===== src/rtl/core/atgr_pkg.sv =====
// Shared types, widths and constants of the tilt and gyro rate block.
// Depends on nothing; every other file of the block uses it.
package atgr_pkg;

  localparam int unsigned CordicStepsDefault = 16;
  localparam int unsigned AngleTableLen      = 24;
  localparam int unsigned SqW   = 32;  // a^2 + b^2
  localparam int unsigned RootW = 26;  // floor(sqrt(s * 2^20))
  localparam int unsigned RemW  = 28;
  localparam int unsigned XyW   = 30;
  localparam int unsigned ZW    = 33;
  localparam int unsigned BiasW = 24;
  localparam int unsigned ProdW = 51;
  localparam logic signed [24:0] RateMul = 25'sd9150552;
  localparam logic signed [16:0] TiltLimit = 17'sd25736;

  typedef enum logic [1:0] {
    REG_BIAS_X = 2'd0,
    REG_BIAS_Y = 2'd1,
    REG_BIAS_Z = 2'd2,
    REG_NONE   = 2'd3
  } reg_idx_e;

  typedef struct packed {
    logic signed [15:0] acc_x;
    logic signed [15:0] acc_y;
    logic signed [15:0] acc_z;
    logic signed [15:0] rot_x;
    logic signed [15:0] rot_y;
    logic signed [15:0] rot_z;
  } in_t;

  typedef struct packed {
    logic signed [15:0] tilt_x;
    logic signed [15:0] tilt_y;
    logic signed [15:0] rate_x;
    logic signed [15:0] rate_y;
    logic signed [15:0] rate_z;
  } res_t;

  // Angle table in Q2.30, entries truncated.
  function automatic logic [31:0] atan_q30(input int unsigned idx);
    logic [31:0] t [AngleTableLen];
    t = '{32'h3243F6A8, 32'h1DAC6705, 32'h0FADBAFC, 32'h07F56EA6,
          32'h03FEAB76, 32'h01FFD55B, 32'h00FFFAAA, 32'h007FFF55,
          32'h003FFFEA, 32'h001FFFFD, 32'h000FFFFF, 32'h0007FFFF,
          32'h0003FFFF, 32'h0001FFFF, 32'h0000FFFF, 32'h00007FFF,
          32'h00003FFF, 32'h00001FFF, 32'h00000FFF, 32'h000007FF,
          32'h000003FF, 32'h000001FF, 32'h000000FF, 32'h0000007F};
    return t[idx];
  endfunction

endpackage


===== src/rtl/core/atgr_sqrt_cell.sv =====
// One digit cell of the pipelined integer square root.
// Depends on atgr_pkg.
module atgr_sqrt_cell #(
  parameter int unsigned K = 0
) (
  input  logic clk_i,
  input  logic rst_ni,
  input  logic vld_i,
  input  logic [atgr_pkg::SqW-1:0] s_i,
  input  logic [atgr_pkg::RootW-1:0] root_i,
  input  logic [atgr_pkg::RemW-1:0] rem_i,
  input  logic signed [15:0] num_i,
  input  logic zero_i,
  output logic vld_o,
  output logic [atgr_pkg::SqW-1:0] s_o,
  output logic [atgr_pkg::RootW-1:0] root_o,
  output logic [atgr_pkg::RemW-1:0] rem_o,
  output logic signed [15:0] num_o,
  output logic zero_o
);

  localparam int unsigned VW = 2 * atgr_pkg::RootW;

  logic [VW-1:0] v;
  logic [atgr_pkg::RemW-1:0] r2, trial;
  logic vld_q;
  logic [atgr_pkg::SqW-1:0] s_q;
  logic [atgr_pkg::RootW-1:0] root_q;
  logic [atgr_pkg::RemW-1:0] rem_q;
  logic signed [15:0] num_q;
  logic zero_q;

  // The radicand is s shifted up by twenty bits; each cell takes one bit pair.
  assign v     = {s_i, {(VW - atgr_pkg::SqW){1'b0}}};
  assign r2    = {rem_i[atgr_pkg::RemW-3:0], v[VW-1-2*K -: 2]};
  assign trial = {root_i[atgr_pkg::RemW-3:0], 2'b01};

  always_ff @(posedge clk_i or negedge rst_ni) begin
    if (!rst_ni) begin
      vld_q <= 1'b0;
    end else begin
      vld_q <= vld_i;
    end
  end

  always_ff @(posedge clk_i) begin
    s_q    <= s_i;
    num_q  <= num_i;
    zero_q <= zero_i;
    if (r2 >= trial) begin
      rem_q  <= r2 - trial;
      root_q <= {root_i[atgr_pkg::RootW-2:0], 1'b1};
    end else begin
      rem_q  <= r2;
      root_q <= {root_i[atgr_pkg::RootW-2:0], 1'b0};
    end
  end

  assign vld_o  = vld_q;
  assign s_o    = s_q;
  assign root_o = root_q;
  assign rem_o  = rem_q;
  assign num_o  = num_q;
  assign zero_o = zero_q;

endmodule


===== config.mk =====
export PLATFORM = sky130hd
export DESIGN_NAME = atgr_sqrt_cell
export DESIGN_NICKNAME = d
export VERILOG_FILES = /design/src/rtl/core/atgr_pkg.sv /design/src/rtl/core/atgr_sqrt_cell.sv
export SDC_FILE = /design/constraint.sdc
export NUM_CORES = 1
export LEC_CHECK = 0
export ABC_AREA = 1
export BUFFER_PORTS_ARGS = -buffer_cell sky130_fd_sc_hd__clkbuf_2
export CORE_MARGIN = 5
export CORE_UTILIZATION = 45
export CTS_CLUSTER_DIAMETER = 30
export DETAILED_ROUTE_END_ITERATION = 10
export PLACE_DENSITY = 0.8
export SKIP_CTS_REPAIR_TIMING = 1
export SLEW_MARGIN = 20
export SYNTH_ARGS = -nofsm -noshare
export SYNTH_HDL_FRONTEND = slang
export SYNTH_SLANG_ARGS = --single-unit

===== constraint.sdc =====
create_clock -name clk_i -period 0.8 [get_ports clk_i]
set_input_delay 0.04 -clock clk_i [delete_from_list [all_inputs] [get_ports clk_i]]
set_output_delay 0.04 -clock clk_i [all_outputs]
set_load 0.01 [all_outputs]

Yosys cells after proc, flatten, opt, wreduce, memory -nomap -nowiden --
Index checks and enable logic that the tools add are counted.
Storage, ports and cells: register bits after elaboration 104, bits of input ports 106, output and inout port bits 104
Cells by class: add/sub/neg operators 1, $lt $le $gt $ge 1, mux-type cells 2
Operators by type and width (number):
- $ge A28 B28 Y1 | 1
- $mux W28 | 1
- $sub A28 B28 Y28 | 1
- $mux W1 | 1

Logic depth before layout (Yosys ltp) --
Gate-level depths: netlist (run 1).
word-level depth 2, gate-level depth with buffers 14, gate-level depth less buffers 13

Worst setup path after synthesis (run 1) --
Ideal clock, no wire load.
path type input to register, start point input port root_i[12] in the netlist's numbering, end point register rem_q (netlist bit rem_o[10]), setup time 0.116 ns, data arrival time 1.416 ns, data required time 0.684 ns, path slack -0.733 ns, stages 13, path through inv_1 -> ha_1 -> nand2_2 -> inv_1 -> nand2_1 -> nand2_1 -> nand2_1 -> nand2_1 -> a21oi_4 -> nand3_4 -> buf_4 -> nand2_1 -> o21ai_1
Between the ends: cells in the longest elaborated chain, start to end 2
Ends and longest elaborated chain:
- start, declared | RTL line atgr_sqrt_cell.sv:10 | input logic [atgr_pkg::RootW-1:0] root_i,
- $ge A28 B28 Y1 | RTL line atgr_sqrt_cell.sv:50 | if (r2 >= trial) begin
- $mux W28 | RTL line atgr_sqrt_cell.sv:50
- end signal, assigned | RTL line atgr_sqrt_cell.sv:51 | rem_q <= r2 - trial;
- end signal, assigned | RTL line atgr_sqrt_cell.sv:54 | rem_q <= r2;
- end, declared | RTL line atgr_sqrt_cell.sv:29 | logic [atgr_pkg::RemW-1:0] rem_q;
No other way between the ends.

Worst setup path after layout (run 1) --
start point input port root_i[7] in the netlist's numbering, end point register rem_q (netlist bit rem_o[15])
Between the ends: cells in the longest elaborated chain, start to end 2, elaborated cells between the ends (all ways) 3, classes of those cells add/sub (1); order compare (1); mux (1)
Ends and longest elaborated chain (RTL line):
- $sub A28 B28 Y28 or $ge A28 B28 Y1 (tied branches) | atgr_sqrt_cell.sv:51, atgr_sqrt_cell.sv:50
- $mux W28 * | atgr_sqrt_cell.sv:50
Every way passes the cells marked *; elsewhere a longest branch is shown, timed or not.

==> results of run 1 <==
==> final cells by class <==
| type | count | area share |
|---|---|---|
| Inverter | 142 | 0.0589 |
| Sequential cell | 104 | 0.236 |
| Clock inverter | 6 | 0.00682 |
| Timing Repair Buffer | 398 | 0.358 |
| Multi-Input combinational cell | 406 | 0.308 |
| Clock buffer | 10 | 0.0139 |
| Tap cell | 136 | 0.0186 |
==> final timing paths <==
kind	from	to	slack, ps	cells after the start
max in group asynchronous	rst_ni	vld_o$_DFF_PN0_	150	3
worst min-delay path	s_i[31]	rem_o[1]$_DFF_P_	30	4
min in group asynchronous	rst_ni	vld_o$_DFF_PN0_	540	3
worst max-delay path	root_i[7]	rem_o[15]$_DFF_P_	-810	14
==> stage by stage <==
step           TNS (ps)  area, um2
5_1_grt          -31130       9170
3_5_place_dp     -24280       6980
4_1_cts          -21630       7170
3_3_place_gp     -23040       6980
2_1_floorplan    -16250       5220
6_report         -27580       9170
==> worst max-delay path: stages <==
cell and delay [ps]:
sky130_fd_sc_hd__clkbuf_2 100, sky130_fd_sc_hd__inv_2 50, sky130_fd_sc_hd__ha_4 250, sky130_fd_sc_hd__buf_4 150, sky130_fd_sc_hd__nand2_2 100, sky130_fd_sc_hd__inv_1 80
sky130_fd_sc_hd__nand2_1 120, sky130_fd_sc_hd__nand2_1 160, sky130_fd_sc_hd__nand2_1 100, sky130_fd_sc_hd__nand2_1 100, sky130_fd_sc_hd__a21oi_1 290, sky130_fd_sc_hd__xor2_1 220
sky130_fd_sc_hd__nand2_1 100, sky130_fd_sc_hd__nand2_1 90
==> per-layer routing <==
layer | up-vias | global-route usage | share of wire | wire length (um)
li1 | 2798 | - | - | -
met1 | 3017 | 0.272 | 0.33 | 8960
met2 | 718 | 0.404 | 0.45 | 12000
met3 | 264 | 0.0497 | 0.12 | 3350
met4 | 0 | 0.0737 | 0.097 | 2620
met5 | - | 0 | 0 | 0
==> sequential cells by signal (all words and copies together) (netlist names) <==
name,flops
rem_o,28
s_o,32
root_o,26
vld_o,1
num_o,16
zero_o,1
==> report_power, final <==
| part | total, mW | internal (mW) | switching [mW] |
|---|---|---|---|
| sequential | 5.97 | 5.72 | 0.255 |
| clock | 3.44 | 1.23 | 2.21 |
| combinational | 5.84 | 2.80 | 3.04 |
==> cell families (layout without fill, tap and decap cells) <==
family | count (synthesis) | count (layout) | share of synthesized area
AND/OR/NAND/NOR | 335 | 335 | 0.305
buffers and inverters | 150 | 556 | 0.124
flip-flops | 104 | 104 | 0.437
AO/OA/AOI/OAI | 29 | 29 | 0.0349
adder cells (fa/ha/maj) | 28 | 28 | 0.0734
XOR/XNOR | 14 | 14 | 0.0257
==> cells in the mapped netlist (all sizes together), types with 7 or more instances <==
| master | count |
|---|---|
| o21ai | 13 |
| nand3b | 7 |
| nand3 | 33 |
| ha | 28 |
| nor2 | 38 |
| a21oi | 15 |
| dfxtp | 103 |
| buf | 7 |
| xor2 | 13 |
| nand2 | 236 |
| inv | 141 |
| nand4 | 20 |
==> impl_metrics.xml, run 1 <==
<?xml version="1.0" encoding="UTF-8"?>
<metrics>
  <group name="timing">
    <metric name="tightestPinTransition" unit="ps">370</metric>
    <metric name="fmaxAchievable" unit="MHz">619</metric>
    <metric name="final_hold_viols" unit="">0</metric>
    <metric name="setup_viol" unit="">133</metric>
    <metric name="final.period_utilization" unit="">2.02</metric>
    <metric name="maxSlewViolCount" unit="">0</metric>
    <metric name="relative_slew_slack" unit="">0.753</metric>
    <metric name="timing.final.crit_period" unit="ps">1610</metric>
    <metric name="layout_setup_ws" unit="ps">-814</metric>
    <metric name="fin_worst_hold_slack" unit="ps">27.3</metric>
    <metric name="grt_setup_unrepaired" unit="">true</metric>
  </group>
  <group name="detailed_routing">
    <metric name="detail_route.wirelength" unit="mm">27.0</metric>
    <metric name="routed_via_count" unit="">6797</metric>
    <metric name="final_antenna_net_count" unit="">0</metric>
    <metric name="detail_route.iter0.violations" unit="">978</metric>
    <metric name="detailedRoute.firstPassIterationCount" unit="">9</metric>
    <metric name="drc_errors" unit="">0</metric>
    <metric name="wl_per_cell" unit="um">22.4</metric>
    <metric name="viasPerCell" unit="">5.65</metric>
  </group>
  <group name="cells_and_area">
    <metric name="final_net_count" unit="">1195</metric>
    <metric name="most_frequent_standard_cell_in_the_layout_excluding_fill_and_tap_cells" unit="">sky130_fd_sc_hd__nand2_1</metric>
    <metric name="postLayoutCoreUtil" unit="">0.888</metric>
    <metric name="area_delta_synth_final" unit="%">92.1</metric>
    <metric name="finalNonFillerCells" unit="">1202</metric>
    <metric name="filler_cell_count" unit="">418</metric>
    <metric name="diodes" unit="">0</metric>
    <metric name="most-common-layout-cells" unit="">sky130_fd_sc_hd__nand2_1 (180), sky130_fd_sc_hd__inv_1 (108), sky130_fd_sc_hd__dlygate4sd3_1 (98), sky130_fd_sc_hd__clkbuf_2 (87), sky130_fd_sc_hd__buf_4 (86)</metric>
    <metric name="register_area" unit="um2">2160</metric>
    <metric name="multiInputGateArea" unit="um2">2820</metric>
    <metric name="layout-drive-gt1-share" unit="">0.505</metric>
  </group>
  <group name="logic_synthesis">
    <metric name="synth-edff-count" unit="">0</metric>
    <metric name="synth.area.top_cells" unit="">sky130_fd_sc_hd__dfxtp_1 (43%), sky130_fd_sc_hd__nand2_1 (18%), sky130_fd_sc_hd__inv_1 (11%), sky130_fd_sc_hd__ha_1 (7.3%), sky130_fd_sc_hd__nand3_1 (3.1%)</metric>
    <metric name="synth_seq_area_share" unit="">0.437</metric>
    <metric name="synth_net_count" unit="">794</metric>
    <metric name="async_reset_ff_frac" unit="">0.00962</metric>
    <metric name="netlist_instances" unit="">660</metric>
    <metric name="netlist.top_cell.by_area" unit="">sky130_fd_sc_hd__dfxtp_1</metric>
    <metric name="yosysWarnings" unit="">0</metric>
    <metric name="synth-seq-cells" unit="">104</metric>
    <metric name="yosys.area.top_type_share" unit="">0.432</metric>
    <metric name="synth_cell_type_count" unit="">30</metric>
    <metric name="synth.cell_area" unit="um2">4770</metric>
    <metric name="synth-main-ff-cell" unit="">sky130_fd_sc_hd__dfxtp_1</metric>
    <metric name="synthesized_area_per_cell" unit="um2">7.23</metric>
  </group>
  <group name="worst_hold_path">
    <metric name="hp-class" unit="">in -&gt; reg</metric>
  </group>
  <group name="placement">
    <metric name="worst_setup_slack_post_dpl" unit="ps">-974</metric>
    <metric name="dpl.cell_count" unit="">1071</metric>
    <metric name="routabilityCongestion" unit="">0.953</metric>
    <metric name="detailed_place_hpwl" unit="mm">12.4</metric>
    <metric name="buffer_ports.inserted" unit="">207</metric>
  </group>
  <group name="floorplan">
    <metric name="design.portCount" unit="">210</metric>
    <metric name="initial_core_util" unit="">0.462</metric>
    <metric name="rows" unit="">37</metric>
    <metric name="die_width" unit="um">113</metric>
    <metric name="placeableCoreArea" unit="um2">10300</metric>
    <metric name="die_h" unit="um">113</metric>
    <metric name="design.die.area" unit="um2">12800</metric>
  </group>
  <group name="run_status">
    <metric name="status" unit="">finished, violations left</metric>
    <metric name="failed_checks" unit="">setup timing</metric>
  </group>
  <group name="clock_tree">
    <metric name="clk_path_buf_depth" unit="">2</metric>
    <metric name="clock_tree_from_tritoncts" unit="">built</metric>
    <metric name="clk_root_buffer_cell" unit="">sky130_fd_sc_hd__clkbuf_8</metric>
    <metric name="cts.htree.levels" unit="">3</metric>
    <metric name="cts_buffers" unit="">9</metric>
    <metric name="cts.clk_slew.worst_paths" unit="ps">120</metric>
    <metric name="cts.sinks" unit="">104</metric>
  </group>
  <group name="run">
    <metric name="max_cap_viol_count" unit="">0</metric>
  </group>
  <group name="critical_path">
    <metric name="crit_path_max_fanout" unit="">3</metric>
    <metric name="critical_path_arrival" unit="ps">1940</metric>
    <metric name="worst_setup_path_end_kind" unit="">flop</metric>
    <metric name="worst-endpoint-required" unit="ps">1130</metric>
    <metric name="worst_setup_path_start_kind" unit="">input port</metric>
    <metric name="setup.worst_path.class" unit="">in -&gt; reg</metric>
  </group>
  <group name="global_route">
    <metric name="first_pass_grt_wire_length" unit="mm">23.2</metric>
    <metric name="globalRoute.totalOverflow" unit="">0</metric>
    <metric name="maximum_number_of_pins_on_one_net_before_global_route_repair" unit="">20</metric>
    <metric name="grt.total_usage" unit="">0.227</metric>
    <metric name="grt_pass1_vias" unit="">4980</metric>
    <metric name="antenna_found_initial" unit="">0</metric>
  </group>
  <group name="power">
    <metric name="post-layout-total-power" unit="mW">15.3</metric>
    <metric name="leakage" unit="nW">4.86</metric>
    <metric name="max-vdd-ir-drop" unit="uV">1130</metric>
    <metric name="power-per-cell-area" unit="nW/um2">1660</metric>
  </group>
</metrics>
(Power assumes the default switching activity.)
==> run 2: changes to the inputs <==
--- a/config.mk
+++ b/config.mk
@@ -5,13 +5,12 @@
 export SDC_FILE = /design/constraint.sdc
 export NUM_CORES = 1
 export LEC_CHECK = 0
-export ABC_AREA = 1
 export BUFFER_PORTS_ARGS = -buffer_cell sky130_fd_sc_hd__clkbuf_2
 export CORE_MARGIN = 5
 export CORE_UTILIZATION = 45
 export CTS_CLUSTER_DIAMETER = 30
 export DETAILED_ROUTE_END_ITERATION = 10
-export PLACE_DENSITY = 0.8
+export PLACE_DENSITY = 0.82
 export SKIP_CTS_REPAIR_TIMING = 1
 export SLEW_MARGIN = 20
 export SYNTH_ARGS = -nofsm -noshare
==> run 2 against run 1 <==
  * The flow finishes with violations (hold timing, setup timing)
  * Final area is 14% lower
  * Power is 4.6% lower
  * Maximum frequency is 36% lower
  * Synthesized area is 15% lower
  * Critical path type unchanged
  * Critical endpoint is now rem_o[27]$_DFF_P_
  * Largest cell class unchanged
  * Largest power group unchanged
==> impl_metrics.xml, run 2 <==
<?xml version="1.0" encoding="UTF-8"?>
<metrics>
  <group name="power">
    <metric name="power.switching" unit="mW">4.70</metric>
    <metric name="p_sw_frac" unit="">0.323</metric>
    <metric name="power-per-cell-area" unit="nW/um2">1840</metric>
    <metric name="internal_power" unit="mW">9.84</metric>
    <metric name="p_comb_frac" unit="">0.332</metric>
    <metric name="post-layout-total-power" unit="mW">14.5</metric>
    <metric name="clockPowerShare" unit="">0.259</metric>
    <metric name="leakage" unit="nW">3.88</metric>
    <metric name="max-vdd-ir-drop" unit="uV">1080</metric>
    <metric name="power.sequential.fraction" unit="">0.409</metric>
  </group>
  <group name="global_route">
    <metric name="grt.total_usage" unit="">0.209</metric>
    <metric name="antenna_found_initial" unit="">0</metric>
    <metric name="globalRoute.totalOverflow" unit="">0</metric>
    <metric name="first_pass_grt_wire_length" unit="mm">19.1</metric>
    <metric name="maximum_number_of_pins_on_one_net_before_global_route_repair" unit="">21</metric>
    <metric name="grt_pass1_vias" unit="">4063</metric>
  </group>
  <group name="run_status">
    <metric name="failed_checks" unit="">hold timing, setup timing</metric>
    <metric name="status" unit="">finished, violations left</metric>
  </group>
  <group name="critical_path">
    <metric name="critical_path.slowest_cell" unit="">sky130_fd_sc_hd__ha_4</metric>
    <metric name="critical_path_arrival" unit="ps">2790</metric>
    <metric name="worst_setup_path_start_kind" unit="">input port</metric>
    <metric name="setup.worst_path.class" unit="">in -&gt; reg</metric>
    <metric name="worst_setup_path_end_kind" unit="">flop</metric>
    <metric name="crit_path_max_fanout" unit="">7</metric>
    <metric name="worst-endpoint-required" unit="ps">1080</metric>
    <metric name="cp_cell_sequence" unit="">clkbuf_2, inv_1, ha_4, buf_4, nand3_1, nor3_2, a21boi_0, o31a_1, o21a_1, o21a_4, nor2_8, clkbuf_16, buf_6, buf_6, o31ai_1</metric>
    <metric name="crit_top_cell" unit="">sky130_fd_sc_hd__buf_6</metric>
    <metric name="critical-path-max-stage-delay" unit="ps">310</metric>
  </group>
  <group name="logic_synthesis">
    <metric name="synth_cell_type_count" unit="">45</metric>
    <metric name="synth-edff-count" unit="">0</metric>
    <metric name="async_reset_ff_frac" unit="">0.00962</metric>
    <metric name="synth_seq_area_share" unit="">0.511</metric>
    <metric name="synth-seq-cells" unit="">104</metric>
    <metric name="synthesized_area_per_cell" unit="um2">10.7</metric>
    <metric name="synth-main-ff-cell" unit="">sky130_fd_sc_hd__dfxtp_1</metric>
    <metric name="synth_net_count" unit="">514</metric>
    <metric name="netlist_instances" unit="">380</metric>
    <metric name="yosysWarnings" unit="">0</metric>
    <metric name="synth.area.top_cells" unit="">sky130_fd_sc_hd__dfxtp_1 (51%), sky130_fd_sc_hd__ha_1 (8.6%), sky130_fd_sc_hd__mux2_4 (5.2%), sky130_fd_sc_hd__a21oi_1 (3.8%), sky130_fd_sc_hd__xnor2_1 (3.6%)</metric>
    <metric name="netlist.top_cell.by_area" unit="">sky130_fd_sc_hd__dfxtp_1</metric>
    <metric name="synth.cell_area" unit="um2">4080</metric>
    <metric name="yosys.area.top_type_share" unit="">0.505</metric>
    <metric name="synth_top_cells_by_count" unit="">sky130_fd_sc_hd__dfxtp_1 (103), sky130_fd_sc_hd__inv_1 (35), sky130_fd_sc_hd__a21oi_1 (31), sky130_fd_sc_hd__ha_1 (28), sky130_fd_sc_hd__o21ai_0 (18)</metric>
    <metric name="synthMostInstantiatedCell" unit="">sky130_fd_sc_hd__dfxtp_1</metric>
  </group>
  <group name="placement">
    <metric name="routabilityCongestion" unit="">0.857</metric>
    <metric name="buffer_ports.inserted" unit="">207</metric>
    <metric name="detailed_place_hpwl" unit="mm">10.0</metric>
    <metric name="detailed_place.area" unit="um2">5920</metric>
  </group>
  <group name="floorplan">
    <metric name="initial_core_util" unit="">0.466</metric>
    <metric name="design.portCount" unit="">210</metric>
    <metric name="design.die.area" unit="um2">11100</metric>
    <metric name="placeableCoreArea" unit="um2">8760</metric>
    <metric name="die_h" unit="um">105</metric>
    <metric name="die_width" unit="um">105</metric>
    <metric name="rows" unit="">34</metric>
  </group>
  <group name="timing">
    <metric name="layout_setup_ws" unit="ps">-1710</metric>
    <metric name="final.period_utilization" unit="">3.14</metric>
    <metric name="fmaxAchievable" unit="MHz">398</metric>
    <metric name="relative_slew_slack" unit="">0.718</metric>
    <metric name="final_hold_viols" unit="">2</metric>
    <metric name="fin_worst_hold_slack" unit="ps">-54.9</metric>
    <metric name="timing.final.crit_period" unit="ps">2510</metric>
    <metric name="grt_setup_unrepaired" unit="">true</metric>
    <metric name="tightestPinTransition" unit="ps">423</metric>
    <metric name="setup_viol" unit="">133</metric>
    <metric name="maxSlewViolCount" unit="">0</metric>
  </group>
  <group name="detailed_routing">
    <metric name="viasPerCell" unit="">5.85</metric>
    <metric name="detail_route.wirelength" unit="mm">22.5</metric>
    <metric name="wl_per_cell" unit="um">25.1</metric>
    <metric name="final_antenna_net_count" unit="">0</metric>
    <metric name="routed_via_count" unit="">5226</metric>
    <metric name="detail_route.iter0.violations" unit="">584</metric>
    <metric name="drc_errors" unit="">0</metric>
    <metric name="detailedRoute.firstPassIterationCount" unit="">6</metric>
  </group>
  <group name="cells_and_area">
    <metric name="post-route-cell-area" unit="um2">7890</metric>
    <metric name="most_frequent_standard_cell_in_the_layout_excluding_fill_and_tap_cells" unit="">sky130_fd_sc_hd__clkbuf_2</metric>
    <metric name="final_net_count" unit="">915</metric>
    <metric name="layout-drive-gt1-share" unit="">0.561</metric>
    <metric name="diodes" unit="">0</metric>
    <metric name="most-common-layout-cells" unit="">sky130_fd_sc_hd__clkbuf_2 (104), sky130_fd_sc_hd__dlygate4sd3_1 (95), sky130_fd_sc_hd__buf_4 (89), sky130_fd_sc_hd__buf_6 (70), sky130_fd_sc_hd__dfxtp_2 (66)</metric>
    <metric name="max_reg_flops" unit="">32</metric>
    <metric name="area_delta_synth_final" unit="%">93.3</metric>
    <metric name="postLayoutCoreUtil" unit="">0.900</metric>
  </group>
  <group name="clock_tree">
    <metric name="clock_tree_from_tritoncts" unit="">built</metric>
    <metric name="cts.sinks" unit="">104</metric>
    <metric name="clk_path_buf_depth" unit="">2</metric>
    <metric name="cts.htree.levels" unit="">3</metric>
    <metric name="cts.clk_slew.worst_paths" unit="ps">110</metric>
    <metric name="cts_buffers" unit="">9</metric>
    <metric name="clk_root_buffer_cell" unit="">sky130_fd_sc_hd__clkbuf_8</metric>
  </group>
  <group name="worst_hold_path">
    <metric name="hp-class" unit="">in -&gt; reg</metric>
  </group>
  <group name="run">
    <metric name="max_cap_viol_count" unit="">0</metric>
  </group>
</metrics>
run 2: metal layers:
layer | vias up | track usage | part of all wire
met5 | - | 0 | 0
met4 | 0 | 0.0548 | 0.065
met3 | 157 | 0.0483 | 0.093
met2 | 476 | 0.390 | 0.48
met1 | 2466 | 0.236 | 0.36
li1 | 2127 | - | -
run 2: kinds of logic after synthesis:
family / Yosys count / synth area share
muxes: 23 / 0.0761
xor gates and xnor gates: 21 / 0.0451
buffers and inverters: 44 / 0.0472
and+or+nand+nor: 66 / 0.0853
DFF: 104 / 0.511
adders and majority gates: 28 / 0.0859
AOI/OAI and AO/OA: 94 / 0.149
run 2: worst paths after layout:
check	from	to	slack [ps]	cells past startpoint
min in group asynchronous	rst_ni	vld_o$_DFF_PN0_	490	3
max in group asynchronous	rst_ni	vld_o$_DFF_PN0_	200	3
worst min-delay path	rem_i[2]	rem_o[4]$_DFF_P_	-50	2
worst max-delay path	root_i[13]	rem_o[27]$_DFF_P_	-1710	15
run 2: cell type report:
class / count / area [um2]
clock buffers: 9 / 124
well taps: 108 / 135
repair buffers: 399 / 3220
fillers: 294 / 875
flip-flops and latches: 104 / 2170
clock inverters: 7 / 96.3
multi-input cells: 232 / 2000
inverters: 35 / 144
run 2: worst max-delay path: cells and delay by family:
family / cells / cell delay, ps
simple gates: 3 / 550
buf+inv: 6 / 790
compound gates: 5 / 1090
fa+ha+maj: 1 / 310
run 2: per-stage QoR:
stage / setup TNS (ps) / hold WS (ps) / setup slack [ps] / cells
2_1_floorplan: -45200 / -256 / -1650 / 380
3_3_place_gp: -50200 / -171 / -1800 / 774
3_5_place_dp: -51240 / -167 / -1850 / 774
4_1_cts: -47710 / -572 / -1470 / 790
5_1_grt: -57350 / -65.2 / -1740 / 894
6_report: -55600 / -54.9 / -1710 / 894
run 2: power groups by stage:
stage / Combinational (mW) / Sequential (mW) / Clock (mW)
3_3_place_gp: 3.20 / 5.88 / 0
3_5_place_dp: 3.30 / 5.89 / 0
5_1_grt: 4.99 / 5.97 / 3.92
4_1_cts: 3.33 / 5.77 / 3.57
6_report: 4.83 / 5.95 / 3.77
2_1_floorplan: 1.50 / 6.11 / 0
